[config.mk]
export PLATFORM = sky130hd
export DESIGN_NAME = asld_cfg
export DESIGN_NICKNAME = d
export VERILOG_FILES = /design/src/rtl/asld_pkg.sv /design/src/rtl/asld_cfg.sv
export SDC_FILE = /design/constraint.sdc
export NUM_CORES = 1
export LEC_CHECK = 0
export ABC_AREA = 1
export BUFFER_PORTS_ARGS = -buffer_cell sky130_fd_sc_hd__buf_2
export CAP_MARGIN = 15
export CORE_MARGIN = 2
export CORE_UTILIZATION = 57
export CTS_CLUSTER_SIZE = 25
export DETAILED_ROUTE_END_ITERATION = 10
export MAX_ROUTING_LAYER = met4
export PLACE_DENSITY = 0.8
export SLEW_MARGIN = 20
export SYNTH_ARGS = -nofsm -noshare
export SYNTH_HDL_FRONTEND = slang
export SYNTH_SLANG_ARGS = --single-unit
[constraint.sdc]
create_clock -name clk -period 5.9 [get_ports clk]
set_input_delay 1.18 -clock clk [delete_from_list [all_inputs] [get_ports clk]]
set_output_delay 1.18 -clock clk [all_outputs]
set_load 0.01 [all_outputs]
[src/rtl/asld_pkg.sv]
// Shared types, constants and codes for the accelerometer shake and lift detector.
package asld_pkg;

	// Sample format and ring size
	localparam int SAMPLE_BITS = 16;
	localparam int ONE_G       = 4096;
	localparam int PEAK_SLOTS  = 8;

	// Derived widths
	localparam int SLOT_W   = (PEAK_SLOTS > 1) ? $clog2(PEAK_SLOTS) : 1;
	localparam int CNT_W    = $clog2(PEAK_SLOTS + 1);
	localparam int PCMP_W   = (CNT_W > 4) ? CNT_W : 4;
	localparam int SQ_W     = 2 * SAMPLE_BITS;        // one axis square
	localparam int MAG_W    = 2 * SAMPLE_BITS;        // sum of three axis squares
	localparam int DSQ_W    = 2 * SAMPLE_BITS + 2;    // one delta square (signed product)
	localparam int DSUM_W   = 2 * SAMPLE_BITS + 2;    // sum of three delta squares
	localparam int BAND_W   = 17;                     // ONE_G +/- threshold
	localparam int BSQ_W    = 2 * BAND_W;
	localparam int CMP_SQ_W = (DSUM_W > BSQ_W) ? DSUM_W : BSQ_W;

	// Stream payload widths
	localparam int IN_W  = 3 * SAMPLE_BITS + 32;
	localparam int IN_TW = ((IN_W + 7) / 8) * 8;
	localparam int OUT_TW = 8;

	// Register map (word index)
	localparam int ADDR_W = 5;
	localparam logic [2:0] REG_MOTION_THRESHOLD = 3'd0;
	localparam logic [2:0] REG_REARM_STILL      = 3'd1;
	localparam logic [2:0] REG_LIFT_SAMPLES     = 3'd2;
	localparam logic [2:0] REG_SHAKE_PEAKS      = 3'd3;
	localparam logic [2:0] REG_SHAKE_WINDOW     = 3'd4;
	localparam logic [2:0] REG_EVENT_COOLDOWN   = 3'd5;

	// Event codes
	localparam logic [1:0] EV_NONE  = 2'd0;
	localparam logic [1:0] EV_SHAKE = 2'd1;
	localparam logic [1:0] EV_LIFT  = 2'd2;

	// Configuration as seen by the datapath
	typedef struct packed {
		logic [14:0]      motion_threshold;
		logic [7:0]       rearm_still_samples;
		logic [7:0]       lift_samples;
		logic [3:0]       shake_peaks;
		logic [15:0]      peak_window_ms;
		logic [19:0]      event_cooldown_ms;
		logic [BSQ_W-1:0] thr_sq;
		logic [BSQ_W-1:0] hi_sq;
		logic [BSQ_W-1:0] lo_sq;
		logic             lo_pos;
	} cfg_t;

endpackage

[src/rtl/asld_cfg.sv]
// APB register file and registered threshold squares for the detector.
module asld_cfg import asld_pkg::*; (
	input  logic              clk,
	input  logic              arst_n,
	input  logic              psel,
	input  logic              penable,
	input  logic              pwrite,
	input  logic [ADDR_W-1:0] paddr,
	input  logic [31:0]       pwdata,
	output logic [31:0]       prdata,
	output logic              pready,
	output cfg_t              cfg
);

	logic [14:0] thr_q;
	logic [7:0]  rearm_q;
	logic [7:0]  lift_q;
	logic [3:0]  peaks_q;
	logic [15:0] window_q;
	logic [19:0] cool_q;
	logic [BSQ_W-1:0] thr_sq_q;
	logic [BSQ_W-1:0] hi_sq_q;
	logic [BSQ_W-1:0] lo_sq_q;
	logic             lo_pos_q;
	logic [BAND_W-1:0] hi;
	logic [BAND_W-1:0] lo;
	logic [2:0]  idx;
	logic        wr;

	assign pready = 1'b1;
	assign idx    = paddr[4:2];
	assign wr     = psel && penable && pwrite;

	// Register writes
	always_ff @(posedge clk or negedge arst_n) begin
		if (!arst_n) begin
			thr_q    <= 15'd1229;
			rearm_q  <= 8'd50;
			lift_q   <= 8'd5;
			peaks_q  <= 4'd2;
			window_q <= 16'd1000;
			cool_q   <= 20'd30000;
		end else if (wr) begin
			unique case (idx)
				REG_MOTION_THRESHOLD: thr_q    <= pwdata[14:0];
				REG_REARM_STILL:      rearm_q  <= pwdata[7:0];
				REG_LIFT_SAMPLES:     lift_q   <= pwdata[7:0];
				REG_SHAKE_PEAKS:      peaks_q  <= pwdata[3:0];
				REG_SHAKE_WINDOW:     window_q <= pwdata[15:0];
				REG_EVENT_COOLDOWN:   cool_q   <= pwdata[19:0];
				default: ;
			endcase
		end
	end

	// Read mux
	always_comb begin
		unique case (idx)
			REG_MOTION_THRESHOLD: prdata = {17'd0, thr_q};
			REG_REARM_STILL:      prdata = {24'd0, rearm_q};
			REG_LIFT_SAMPLES:     prdata = {24'd0, lift_q};
			REG_SHAKE_PEAKS:      prdata = {28'd0, peaks_q};
			REG_SHAKE_WINDOW:     prdata = {16'd0, window_q};
			REG_EVENT_COOLDOWN:   prdata = {12'd0, cool_q};
			default:              prdata = 32'd0;
		endcase
	end

	// Band edges; lower edge only exists while threshold is below one g
	assign hi = BAND_W'(ONE_G) + BAND_W'(thr_q);
	assign lo = BAND_W'(ONE_G) - BAND_W'(thr_q);

	// Squares are registered, so they follow the registers in the next cycle
	always_ff @(posedge clk or negedge arst_n) begin
		if (!arst_n) begin
			lo_pos_q <= 1'b1;
		end else begin
			lo_pos_q <= (BAND_W'(thr_q) < BAND_W'(ONE_G));
		end
	end

	always_ff @(posedge clk) begin
		thr_sq_q <= BSQ_W'(thr_q) * BSQ_W'(thr_q);
		hi_sq_q  <= BSQ_W'(hi) * BSQ_W'(hi);
		lo_sq_q  <= BSQ_W'(lo) * BSQ_W'(lo);
	end

	assign cfg.motion_threshold    = thr_q;
	assign cfg.rearm_still_samples = rearm_q;
	assign cfg.lift_samples        = lift_q;
	assign cfg.shake_peaks         = peaks_q;
	assign cfg.peak_window_ms      = window_q;
	assign cfg.event_cooldown_ms   = cool_q;
	assign cfg.thr_sq              = thr_sq_q;
	assign cfg.hi_sq               = hi_sq_q;
	assign cfg.lo_sq               = lo_sq_q;
	assign cfg.lo_pos              = lo_pos_q;

endmodule

# [After elaboration in Yosys (flattened, before gate mapping)]
# Index checks and enable logic that the tools add are counted.
[totals] reg_bits=168 input_bits=42 wordCells=31 mem_count=0 romBits=0 out_inout_bits=207 ramBits=0 latch_bits=0
[op_classes] n_div=0 bitwise_logic=0 magnitude_cmp=1 reduce_logical=9 addsub=2 eq_ne=5 shifts=0 n_mux=1 n_mul=3
[op_table] op="$pmux W20 S6" n=1
[op_table] op="$mul A17 B17 Y34" n=1
[op_table] op="$mul A16 B16 Y32" n=1
[op_table] op="$mul A15 B15 Y30" n=1
[op_table] op="$add A13 B15 Y16 const A" n=1
[op_table] op="$sub A13 B15 Y16 const A" n=1
[op_table] op="$lt A15 B13 Y1 const B" n=1
[op_table] op="$reduce_and A2 Y1" n=6
[op_table] op="$eq A3 B2 Y1 const B" n=2
[op_table] op="$eq A3 B3 Y1 const B" n=2
[op_table] op="$eq A3 B1 Y1 const B" n=1
[op_table] op="$logic_not A3 Y1" n=1
[op_table] op="$logic_and A1 B1 Y1" n=2

# [Depth between registers and ports, before layout]
# Gate-level depths: netlist of run 1.
[logic_depth] depth_word=3 depth_mapped=38 depth_no_buf=36

# [Worst setup path before layout of run 1]
# OpenSTA, ideal clock, no wires.
[synth_path] path_type="flip-flop to flip-flop" from="register thr_q[0]" to="register lo_sq_q[25]" slack_ps=-649 setup_time_ps=112 period_less_slack_ps=6549 arrival_ps=6436 path_stages_with_launch=34 path_buffers=2 required_time_ps=5788 cell_sequence="dfstp_2 -> buf_2 -> clkinv_1 -> clkbuf_1 -> ha_1 -> nand2_4 -> nor2_4 -> inv_2 -> nor2_8 -> xor2_4 -> inv_6 -> nor2_4 -> inv_1 -> fa_1 -> inv_1 -> fa_1 -> inv_1 -> fa_1 -> fa_1 -> inv_1 -> fa_1 -> inv_1 -> fa_1 -> inv_1 -> ha_1 -> nand2_1 -> nor2_1 -> inv_1 -> nor2_1 -> nand2_1 -> nand2_1 -> nand2_1 -> nand3_1 -> nand2_1"
[synth_between] elab_chain_cells=2
[synth_rtl] item="from (decl)" line="asld_cfg.sv:15" text="logic [14:0] thr_q;"
[synth_rtl] item="from (signal assigned)" line="asld_cfg.sv:45" text="REG_MOTION_THRESHOLD: thr_q <= pwdata[14:0];"
[synth_rtl] item="$sub A13 B15 Y16" line="asld_cfg.sv:71" text="assign lo = BAND_W'(ONE_G) - BAND_W'(thr_q);"
[synth_rtl] item="$mul A17 B17 Y34" line="asld_cfg.sv:85" text="lo_sq_q <= BSQ_W'(lo) * BSQ_W'(lo);"
[synth_rtl] item="to (signal assigned)" line="asld_cfg.sv:85"
[synth_rtl] item="to (decl)" line="asld_cfg.sv:23" text="logic [BSQ_W-1:0] lo_sq_q;"
# No other way between the ends.
# A chain may end at the register's enable or synchronous reset.

# [Worst setup path after layout of run 1]
[layout_path] from="register thr_q[0]" to="register lo_sq_q[24]"
# The elaborated chain is that of the path after synthesis.

==> summary.txt, run 1 <==
Run status
  – Status: finished with violations
  – Failing checks: setup timing

Timing
  – # setup viols final: 18
  – Slew Limit Fails: 0
  – Peak Freq: 0.1627 GHz
  – Setup ws final: -247.5 ps
  – Min Tclk post-route: 6148 ps
  – Slew @ Worst Pin: 935.9 ps
  – Fin crit share: 104.2%
  – Setup repair after global routing missed its margin: yes
  – Worst Skew: 25.56 ps
  – Slew margin rel.: 37.43%
  – Hold Vio Cnt, Final: 0

Yosys
  – Ys async rst share: 44.72%
  – Seq/Total Area, Yosys: 12.92%
  – Top_reg_cell synth: dfxtp_1
  – Synthesized area: 27990 um^2
  – Post-synthesis register bit count: 161
  – Post-synthesis cell count: 3479
  – Syn_area_per_cell: 8.046 um^2
  – Yosys cell types: 53
  – Post-synth EDFFs: 0
  – Yosys Warn Count: 0

Placed design
  – Gpl congestion: 0.9640
  – Port bufs: 212
  – Placed Area: 31380 um^2
  – Cell total after placement: 4498
  – HPWL after DPL: 60410 um

Cells and area
  – Reg area: 3616 um^2
  – Utilization after layout: 68.53%
  – Finished Cell Area: 33410 um^2
  – Final Non-Filler Cells: 4557
  – Multi-input gate area in the final layout: 21500 um^2
  – Fin nets: 4706
  – Filler cells: 3671
  – Most frequent cells in the layout: inv_1 (937), nand2_1 (664), fa_1 (472)
  – Leading cell type in the layout, fill and taps excluded: inv_1
  – Share of layout cells above drive strength 1: 22.07%
  – Area grow syn2layout: 19.34%
  – Ant diodes: 0

Global route
  – Global-route wire length before repair: 117900 um
  – Total global-route track usage: 30.82%
  – Vias in the first global route: 24316
  – GRT overflow: 0
  – Largest net degree at the start of global routing: 73
  – Initial antenna violation count: 0

Floorplanning
  – Starting density of the core: 57.42%
  – Die Wd: 225.6 um
  – Die Y: 225.6 um
  – I/O pin cnt: 249
  – Core box area: 48750 um^2
  – Num rows: 81
  – Total Die Area: 50900 um^2

Hold path
  – HP Start: rearm_q[4]$_DFFE_PN1P_
  – Hold crit path type: flip-flop to flip-flop

Route
  – Drt via density: 5.176
  – Iteration-0 DRC Markers: 1548
  – Post-DRT Antenna Nets: 0
  – Via count: 23587
  – First-pass DRT Iterations: 6
  – Wire per inst: 16.33 um
  – Drt total wl: 74430 um
  – DRC Markers: 0

Clocking
  – H-tree depth: 4
  – Max Buffers Root-to-Sink: 2
  – CTS root buf: clkbuf_16
  – CTS tree: yes
  – CTS Sinks: 161
  – CTS buffer count: 17
  – Worst-skew pair later-pin latency: 520 ps
  – Reg clk slew, reported paths: 70 ps

Critical path
  – Largest stage delay, worst path: 620 ps
  – Data required, critical path: 6290 ps
  – Crit-path max FO: 6
  – R2r startpoint: thr_q[0]$_DFFE_PN1P_
  – Critical path's top delay family: adder cells
  – CP dominant cell by count: fa_1
  – CP Class: flip-flop to flip-flop
  – Worst Setup End Kind: flip-flop
  – CP startpoint kind: flip-flop
  – CP max stage cell: dfstp_2
  – CP arrival: 6540 ps
  – Crit path launch: thr_q[0]$_DFFE_PN1P_
  – Worst Path Buf+Inv: 7

Run
  – Maxcap violations: 0
-- flip-flops by register name, indices dropped and copies added, names as in the netlist --
| signal | count |
|---|---|
| hi_sq_q | 29 |
| cool_q | 20 |
| peaks_q | 4 |
| thr_q | 15 |
| thr_sq_q | 27 |
| lo_pos_q | 1 |
| lo_sq_q | 33 |
| lift_q | 8 |
| window_q | 16 |
| rearm_q | 8 |
-- per-stage QoR --
| step | worst slack [ps] | hold slack [ps] | TNS, ps |
|---|---|---|---|
| after floorplan | -95.96 | 447.9 | -733.9 |
| after global placement | -182.2 | 488.9 | -2107 |
| after detailed placement | -246.6 | 493.7 | -3625 |
| after CTS | -77.51 | 506.0 | -453.5 |
| after global routing | -422.0 | 527.5 | -6622 |
| final | -247.5 | 504.2 | -2371 |
-- tightest hold or removal path, delay by kind of cell (launching register included) --
kind	cells	cell delay, ps
DFF	1	380
AOI/OAI and AO/OA	1	70
and+or+nand+nor	1	60
-- final cells by class --
type	instances	area share [%]
timing repair buffer	448	9.079
clock inverter	15	0.5693
inverter	1002	11.41
multi-input combinational	2250	64.35
clock buffer	17	1.273
tap	664	2.487
sequential	161	10.82
-- Yosys cell counts (3+ instances only) --
| cell | n | area [um^2] |
|---|---|---|
| a21oi_1 | 99 | 495.5 |
| a221oi_1 | 4 | 35.03 |
| and2_1 | 6 | 37.54 |
| buf_1 | 8 | 30.03 |
| buf_2 | 10 | 50.05 |
| buf_4 | 32 | 240.2 |
| buf_6 | 4 | 45.04 |
| clkbuf_1 | 33 | 123.9 |
| clkinv_1 | 4 | 15.01 |
| dfrtp_1 | 46 | 1151 |
| dfstp_2 | 26 | 683.2 |
| dfxtp_1 | 89 | 1782 |
| fa_1 | 484 | 9689 |
| ha_1 | 300 | 3754 |
| inv_1 | 973 | 3652 |
| inv_2 | 21 | 78.83 |
| mux2_2 | 7 | 78.83 |
| nand2_1 | 740 | 2778 |
| nand2_2 | 9 | 56.30 |
| nand3_1 | 83 | 415.4 |
| nand3_2 | 3 | 30.03 |
| nand3b_1 | 4 | 30.03 |
| nand4_1 | 23 | 143.9 |
| nor2_1 | 214 | 803.3 |
| nor2_2 | 14 | 87.58 |
| nor2_4 | 8 | 90.09 |
| nor3_1 | 11 | 55.05 |
| o211ai_1 | 4 | 30.03 |
| o21ai_0 | 97 | 485.5 |
| o21ai_1 | 3 | 15.01 |
| o21bai_1 | 12 | 90.09 |
| o221ai_1 | 8 | 70.07 |
| o22ai_1 | 4 | 25.02 |
| or2_2 | 4 | 25.02 |
| xnor2_1 | 16 | 140.1 |
| xor2_1 | 53 | 464.2 |
-- routing by layer --
layer / wire length, um / GRT usage, %
met5: 0 / -
met4: 3822 / 14.65
met3: 5183 / 5.009
met2: 37530 / 52.07
met1: 27890 / 36.04
-- worst paths after layout --
path                       cells past startpoint                        to  slack [ps]
hold reg to reg                                2    rearm_q[4]$_DFFE_PN1P_         500
setup reg to reg                              26       lo_sq_q[24]$_DFF_P_        -250
hold / removal                                 2    rearm_q[4]$_DFFE_PN1P_         500
min in group asynchronous                      1    rearm_q[2]$_DFFE_PN0P_         790
setup / recovery                              26       lo_sq_q[24]$_DFF_P_        -250
max in group asynchronous                      1  window_q[11]$_DFFE_PN0P_        4490
-- cell families after synthesis --
kind of cell    synth area share [%]
buf+inv                        15.22
other cells                  0.02683
mux                           0.3174
simple gates                   16.62
fa+ha+maj                      48.02
xor+xnor                       2.257
flops                          12.92
compound gates                 4.613
-- timing repair --
action	in CTS	in global routing
pin swaps	55	71
gates resized for setup	98	233
endpoints found under the setup margin	35	57
hold buffers	0	0
buffers inserted	14	13
gates cloned	0	0
endpoints found under the hold margin	0	0
Power of run 1 is not shown: default switching activity piles up to over one toggle a cycle in this logic, so the estimate is an artifact.
==> run 2, diff against run 1 <==
clock period = 5.42 ns   (was 5.9 ns; I/O delays follow)
==> run 2 against run 1 <==
Compared with the run above: worst setup slack worse by 1200 ps; utilization grew 4.1 points; clock skew rose by 6.8 ps; global-route usage grew 3.8 points; maximum frequency decreased by 10%; highest routed layer unchanged; critical path depth is 5 higher; the run still ends with setup timing left; cell count increased by 4.1%.
==> summary.txt, run 2 (synthesized netlist as in run 1, its figures left out) <==
Critical path
  – Worst Setup End Kind: flip-flop
  – CP startpoint kind: flip-flop
  – FF-to-FF path depth: 31 (+19%)
  – Crit-path max FO: 6 (unchanged)
  – CP arrival: 7300 ps (+760 ps)
  – CP max stage cell: dfstp_2
  – CP Class: flip-flop to flip-flop
  – Data required, critical path: 5880 ps (-410 ps)
  – CP dominant cell by count: fa_1
  – Largest stage delay, worst path: 640 ps (+20 ps)

Clocking
  – CTS root buf: clkbuf_16
  – CTS Sinks: 161 (unchanged)
  – Post-CTS Hold Buffers: 0 (unchanged)
  – H-tree depth: 4 (unchanged)
  – CTS tree: yes
  – Worst-skew pair later-pin latency: 530 ps (about the same)
  – Reg clk slew, reported paths: 100 ps (+30 ps)
  – CTS buffer count: 17 (unchanged)
  – Max Buffers Root-to-Sink: 2 (unchanged)

Timing
  – Setup repair after global routing missed its margin: yes
  – Slew @ Worst Pin: 1079 ps (+143.4 ps)
  – # setup viols final: 62 (+44)
  – Slew margin rel.: 27.29% (-10 points)
  – Setup ws final: -1425 ps (-1177 ps)
  – Min Tclk post-route: 6845 ps (+697.1 ps)
  – Worst Skew: 32.33 ps (+6.770 ps)
  – Hold Vio Cnt, Final: 0 (unchanged)
  – Fin crit share: 126.3% (+22 points)
  – Peak Freq: 0.1461 GHz (-10%)
  – Slew Limit Fails: 0 (unchanged)
  – Worst hold slack: 509.6 ps (+5.411 ps)

Floorplanning
  – Die Wd: 225.6 um (unchanged)
  – Die Y: 225.6 um (unchanged)
  – Starting density of the core: 57.42% (unchanged)
  – Core box area: 48750 um^2 (unchanged)
  – I/O pin cnt: 249 (unchanged)
  – Num rows: 81 (unchanged)
  – Total Die Area: 50900 um^2 (unchanged)

Cells and area
  – Reg area: 3618 um^2 (about the same)
  – Filler cells: 3258 (-11%)
  – Biggest regs: lo_sq_q (33), hi_sq_q (29), thr_sq_q (27)
  – Max reg flops: 33 (unchanged)
  – Utilization after layout: 72.67% (+4.1 points)
  – Area grow syn2layout: 26.55%
  – Leading cell type in the layout, fill and taps excluded: inv_1
  – Fin nets: 4889 (+3.9%)
  – Share of layout cells above drive strength 1: 27.67% (+5.6 points)
  – Final Non-Filler Cells: 4746 (+4.1%)
  – Multi-input gate area in the final layout: 22020 um^2 (+2.4%)
  – Most flops, register: lo_sq_q
  – Most frequent cells in the layout: inv_1 (914), nand2_1 (639), fa_1 (468)

Route
  – Iteration-0 DRC Markers: 2436 (+57%)
  – Wire per inst: 19.23 um (+18%)
  – DRC Markers: 0 (unchanged)
  – Drt total wl: 91250 um (+23%)
  – Via count: 25900 (+9.8%)
  – First-pass DRT Iterations: 6 (unchanged)
  – Drt via density: 5.457 (+5.4%)
  – Post-DRT Antenna Nets: 0 (unchanged)

Placed design
  – Cell total after placement: 4634 (+3.0%)
  – Gpl congestion: 0.9750 (+1.1%)
  – Pre-CTS setup slack: -757.2 ps (-510.6 ps)
  – HPWL after DPL: 62490 um (+3.4%)
  – Port bufs: 212 (unchanged)

Hold path
  – Hold crit path type: flip-flop to flip-flop
  – Worst Hold Path Cells: 2 (unchanged)

Global route
  – Global-route wire length before repair: 131800 um (+12%)
  – Vias in the first global route: 26769 (+10%)
  – GRT overflow: 0 (unchanged)
  – Total global-route track usage: 34.58% (+3.8 points)
  – Largest net degree at the start of global routing: 73 (unchanged)
  – Initial antenna violation count: 6 (+6)

Run status
  – Status: finished with violations
  – Failing checks: setup timing

Run
  – Maxcap violations: 0 (unchanged)
==> run 2: what timing repair did <==
item | in CTS | in global routing
cloned | 1 | 0
buffers inserted | 49 | 25
setup endpoints to repair | 63 | 68
gates resized for setup | 310 | 139
pin swaps | 151 | 77
hold endpoints to repair | 0 | 0
==> run 2: final cells by class <==
cell class / instances / area share (%)
clock buffers: 17 / 1.201
inverters: 1002 / 10.79
flip-flops and latches: 161 / 10.21
multi-input cells: 2250 / 62.15
well taps: 664 / 2.345
repair buffers: 631 / 12.65
diodes: 6 / 0.04238
clock inverters: 15 / 0.6005
==> run 2: per-layer routing <==
| layer | wire [um] | GRT usage [%] | up-vias |
|---|---|---|---|
| met5 | 0 | - | - |
| met4 | 8019 | 21.13 | 0 |
| met3 | 8867 | 6.883 | 663 |
| met2 | 43490 | 58.14 | 1629 |
| met1 | 30870 | 37.97 | 12303 |
| li1 | - | - | 11305 |
==> run 2: stage by stage <==
| stage | setup TNS, ps | cell area (um^2) |
|---|---|---|
| global placement | -20690 | 32460 |
| floorplan | -10770 | 28460 |
| global route | -47020 | 35420 |
| CTS | -12670 | 34700 |
| detailed placement | -25350 | 32460 |
| finish | -38000 | 35420 |
==> run 2: worst max-delay path: cells and delay by family, from the launching register on <==
kind | cells | cell delay [ps]
fa+ha+maj | 8 | 3630
buf+inv | 11 | 1340
simple gates | 11 | 970
flops | 1 | 640
xor+xnor | 1 | 160
==> run 2: path summary, 6_finish.rpt <==
path	from	end	slack [ps]
hold reg to reg	rearm_q[5]$_DFFE_PN1P_	rearm_q[5]$_DFFE_PN1P_	510
setup / recovery	thr_q[0]$_DFFE_PN1P_	lo_sq_q[21]$_DFF_P_	-1420
setup reg to reg	thr_q[0]$_DFFE_PN1P_	lo_sq_q[21]$_DFF_P_	-1420
min in group asynchronous	arst_n	cool_q[2]$_DFFE_PN0P_	690
hold / removal	rearm_q[5]$_DFFE_PN1P_	rearm_q[5]$_DFFE_PN1P_	510
max in group asynchronous	arst_n	thr_q[13]$_DFFE_PN0P_	4090
Power of run 2 is left out for the same reason.
